===== src/v3a_pkg.sv =====
// shared constants, types and helpers of the vector unit
`timescale 1ns / 1ps
`default_nettype none
package v3a_pkg;

    localparam int FRAC_BITS = 16;
    localparam int DIV_W     = 32 + FRAC_BITS;
    localparam int SQ_STAGES = 32;

    typedef enum logic [3:0] {
        OP_ADD  = 4'd0,
        OP_SUB  = 4'd1,
        OP_NEG  = 4'd2,
        OP_SCL  = 4'd3,
        OP_DIV  = 4'd4,
        OP_DOT  = 4'd5,
        OP_CRS  = 4'd6,
        OP_LEN  = 4'd7,
        OP_NRM  = 4'd8,
        OP_CMP  = 4'd9
    } t_op;

    typedef struct packed {
        logic             valid;
        t_op              op;
        logic [2:0][31:0] vec;
        logic [31:0]      sc;
        logic             eq;
        logic             err;
    } t_ctl;

    typedef struct packed {
        t_ctl             ctl;
        logic [2:0][31:0] a;
        logic [31:0]      s;
    } t_mid;

    // clamp a signed 64-bit value to the signed 32-bit range
    function automatic logic [31:0] sat64(input logic signed [63:0] v);
        logic [32:0] hi;
        hi = v[63:31];
        if (hi == '0 || hi == '1) begin
            return v[31:0];
        end
        return v[63] ? 32'h8000_0000 : 32'h7FFF_FFFF;
    endfunction

endpackage
`default_nettype wire


===== src/v3a_sqrt.sv =====
// pipelined integer square root, two radicand bits per stage
`timescale 1ns / 1ps
`default_nettype none
module v3a_sqrt import v3a_pkg::*; (
    input  wire logic        i_clk,
    input  wire logic        i_en,
    input  wire logic [63:0] i_n,
    output logic [31:0]      o_root
);

    logic [35:0] r_rem  [SQ_STAGES];
    logic [31:0] r_root [SQ_STAGES];
    logic [63:0] r_n    [SQ_STAGES];

    always_ff @(posedge i_clk) begin
        logic [35:0] rem, cur, trial;
        logic [31:0] root;
        logic [63:0] n;
        if (i_en) begin
            for (int k = 0; k < SQ_STAGES; k++) begin
                if (k == 0) begin
                    rem  = '0;
                    root = '0;
                    n    = i_n;
                end else begin
                    rem  = r_rem[k-1];
                    root = r_root[k-1];
                    n    = r_n[k-1];
                end
                cur   = {rem[33:0], n[63:62]};
                trial = {2'b00, root, 2'b01};
                if (cur >= trial) begin
                    r_rem[k]  <= cur - trial;
                    r_root[k] <= {root[30:0], 1'b1};
                end else begin
                    r_rem[k]  <= cur;
                    r_root[k] <= {root[30:0], 1'b0};
                end
                r_n[k] <= {n[61:0], 2'b00};
            end
        end
    end

    assign o_root = r_root[SQ_STAGES-1];

endmodule
`default_nettype wire


===== config.mk =====
export PLATFORM = sky130hd
export DESIGN_NAME = v3a_sqrt
export DESIGN_NICKNAME = d
export VERILOG_FILES = /design/src/v3a_pkg.sv /design/src/v3a_sqrt.sv
export SDC_FILE = /design/constraint.sdc
export NUM_CORES = 2
export LEC_CHECK = 0
export BUFFER_PORTS_ARGS = -buffer_cell sky130_fd_sc_hd__buf_2
export CAP_MARGIN = 20
export CORE_ASPECT_RATIO = 0.7
export CORE_MARGIN = 2
export CORE_UTILIZATION = 69
export CTS_CLUSTER_SIZE = 14
export DETAILED_ROUTE_END_ITERATION = 16
export PLACE_DENSITY = 0.86
export SYNTH_ARGS = -nofsm -noshare
export SYNTH_HDL_FRONTEND = slang
export SYNTH_MEMORY_MAX_BITS = 65536
export SYNTH_SLANG_ARGS = --single-unit

===== constraint.sdc =====
create_clock -name i_clk -period 11.39 [get_ports i_clk]
set_clock_uncertainty 0.1 [all_clocks]
set_input_delay 1.139 -clock i_clk [delete_from_list [all_inputs] [get_ports i_clk]]
set_output_delay 1.139 -clock i_clk [all_outputs]
set_load 0.05 [all_outputs]

==> impl_results.md <==
* Unique masters post-synth at 93
* Final #Nets at 10.09k
* Top FF cell, synth: edfxtp_1
* # IOs at 98
* Number of global-route vias before repair at 71.12k
* Crit. End Element: flip-flop
* Drt wl/cell at 21.73 um
* Leading area contributor after synthesis: edfxtp_1
* Die area at 175500 um^2
* Via count at 74.89k
* Ys async rst share at 0%
* First-pass DRT Iterations at 6
* Worst hold path class: reg2reg
* Tmin final at 4.419 ns
* Postcts setup bufs at 0
* Fin cells at 11.88k
* Sequential area share after synthesis at 63.79%
* Reg clk slew, reported paths at 0.07 ns
* Final ANT Viol Nets at 0
* Status: completed
* Post-Syn Area at 118700 um^2
* Most instantiated library cell after synthesis: edfxtp_1
* Final Hold Viols at 0
* Share of layout cells above drive strength 1 at 6.347%
* Root Buffer: clkbuf_16
* DRC viols at 0
* Slack of the critical path at 6.971 ns
* Num rows at 127
* CP max FO at 5
* DP Worst Slack at 6.213 ns
* Crit share post-route at 38.80%
* Inst Count DP at 11.49k
* Setup TNS at 0 ns
* First-pass GRT wire length at 398.8 mm
* Syn Nets at 9935
* CP startpoint kind: flip-flop
* Max cap viols at 0
* Share of the synthesized area in the top cell type at 63.78%
* Grt ovf at 0
* DPL Wire Length at 182.9 mm
* PortBufs at 97
* Total Power at 25.74 mW
* Initial antenna violation count at 4
* Peak VDD IR at 0.0001872 V
* H-tree Lvls at 4
* DIE WIDTH at 499.8 um
* Initial Util at 69.39%
* Antenna diodes at 0
* Hold_buf cts at 0
* P_leak at 48.89 nW
* Gr usage total at 29.06%
* Longest Clk Path Bufs at 3
* DR vias/cell at 6.302
* Die Y at 351.1 um
* Most common library cells after synthesis: 2522 x edfxtp_1, 694 x inv_1, 689 x nand2_1
* Critical path arrival at 4.91 ns
* EDFF count, synth at 2522
* Worst skew pair latency at 0.86 ns
* Area of the core at 171100 um^2
* Synth Instances at 9306
* Syn avg cell area at 12.76 um^2
* Setup repair after global routing missed its margin: false
* Path type of the worst setup path: reg2reg
* Synth top area cells: edfxtp_1 64%, ha_1 5.9%, xor2_1 3.2%
* Routed Wire Length at 258.2 mm
* Area delta synth->final at 8.365%
* CTS Buf Count at 223
* DRT iter0 DRCs at 9511
* Worst rel slew slack at 13.45%
* Worst Tran Pin Value at 1.286 ns
* CP required at 11.88 ns
* Reg2Reg Setup Slack at 6.97 ns
* Slew Viols, Final at 0
* Fmax at 0.2263 GHz
* Routability cong. at 0.9567
* Yosys warns at 0
* Seq cells post-synth at 2523
* CTS tree: built
* Setup violations, final at 0
* Min Hold Slack at 0.3077 ns
* Clock Sinks at 2523
* Largest net degree at the start of global routing at 191
* PostCTS Resize Cnt at 0
* Pwr Density at 200.1 nW/um^2
## worst max-delay path, cell delays in order, from the launching register on
cell and delay, ns:
edfxtp_1 0.39, inv_1 0.06, ha_1 0.40, nand4_1 0.19, or3_1 0.46, nor4_1 1.10, a21oi_1 0.21, a2111oi_0 0.60
or3b_2 0.51, xnor2_1 0.15
## cells in the final DEF, fill, tap and decap left out, drive strengths merged, types with 259 or more instances in the layout
cell type,n
o21ai,559
edfxtp,2522
nor3,259
xor2,438
a21oi,501
clkbuf,272
nor2,534
ha,563
inv,702
xnor2,398
nand2,689
## cell type report
class	instances	area, um^2
clock inverters	118	1130
fillers	10481	42460
well taps	2257	2824
inverters	697	2616
multi-input cells	5854	39450
repair buffers	165	1132
clock buffers	270	5778
flip-flops and latches	2523	75750
## power breakdown
group | leakage (nW) | total [mW] | switching (mW) | internal (mW)
clock | 3.36 | 7.30 | 3.35 | 3.94
combinational | 21.2 | 5.74 | 3.40 | 2.34
sequential | 24.3 | 12.7 | 0.909 | 11.8
## cells by family after synthesis
kind of cell             count (synthesis)  synth area share, %
AO/OA/AOI/OAI                         1871                9.817
XOR/XNOR                               836                6.166
adder cells (fa/ha/maj)                563                5.932
buffers and inverters                  929                3.071
flip-flops                            2523                63.79
multiplexers                            60               0.5511
AND/OR/NAND/NOR                       2524                10.67
## flip-flops by register name (all words and copies together), names as in the netlist
name / cells
r_rem: 1003
r_n: 992
r_root: 528
## metal layers
metal | share of wire, % | track usage (%) | wire length (um) | vias to the layer above
li1 | - | - | - | 34748
met4 | 2.5 | 7.570 | 6413 | 2
met5 | 0.0077 | 0 | 20 | -
met1 | 43 | 42.45 | 111300 | 36307
met2 | 46 | 45.79 | 118600 | 3308
met3 | 8.5 | 5.096 | 21860 | 528
## final timing paths
| kind | from | end | depth (start not counted) |
|---|---|---|---|
| worst max-delay path | r_root[1][267] | r_rem[1][356] | 9 |
| worst min-delay path | r_n[0][327] | r_n[0][391] | 0 |
| worst max register to register | r_root[1][267] | r_rem[1][356] | 9 |
| worst min register to register | r_n[0][327] | r_n[0][391] | 0 |
## through the flow
| stage | util [%] | instance area [um^2] |
|---|---|---|
| after CTS | 75.15 | 128600 |
| after global routing | 75.19 | 128700 |
| after floorplan | - | 118700 |
| final | 75.19 | 128700 |
| after detailed placement | 71.11 | 121700 |
| after global placement | 71.11 | 121700 |
(Power assumes the default switching activity.)
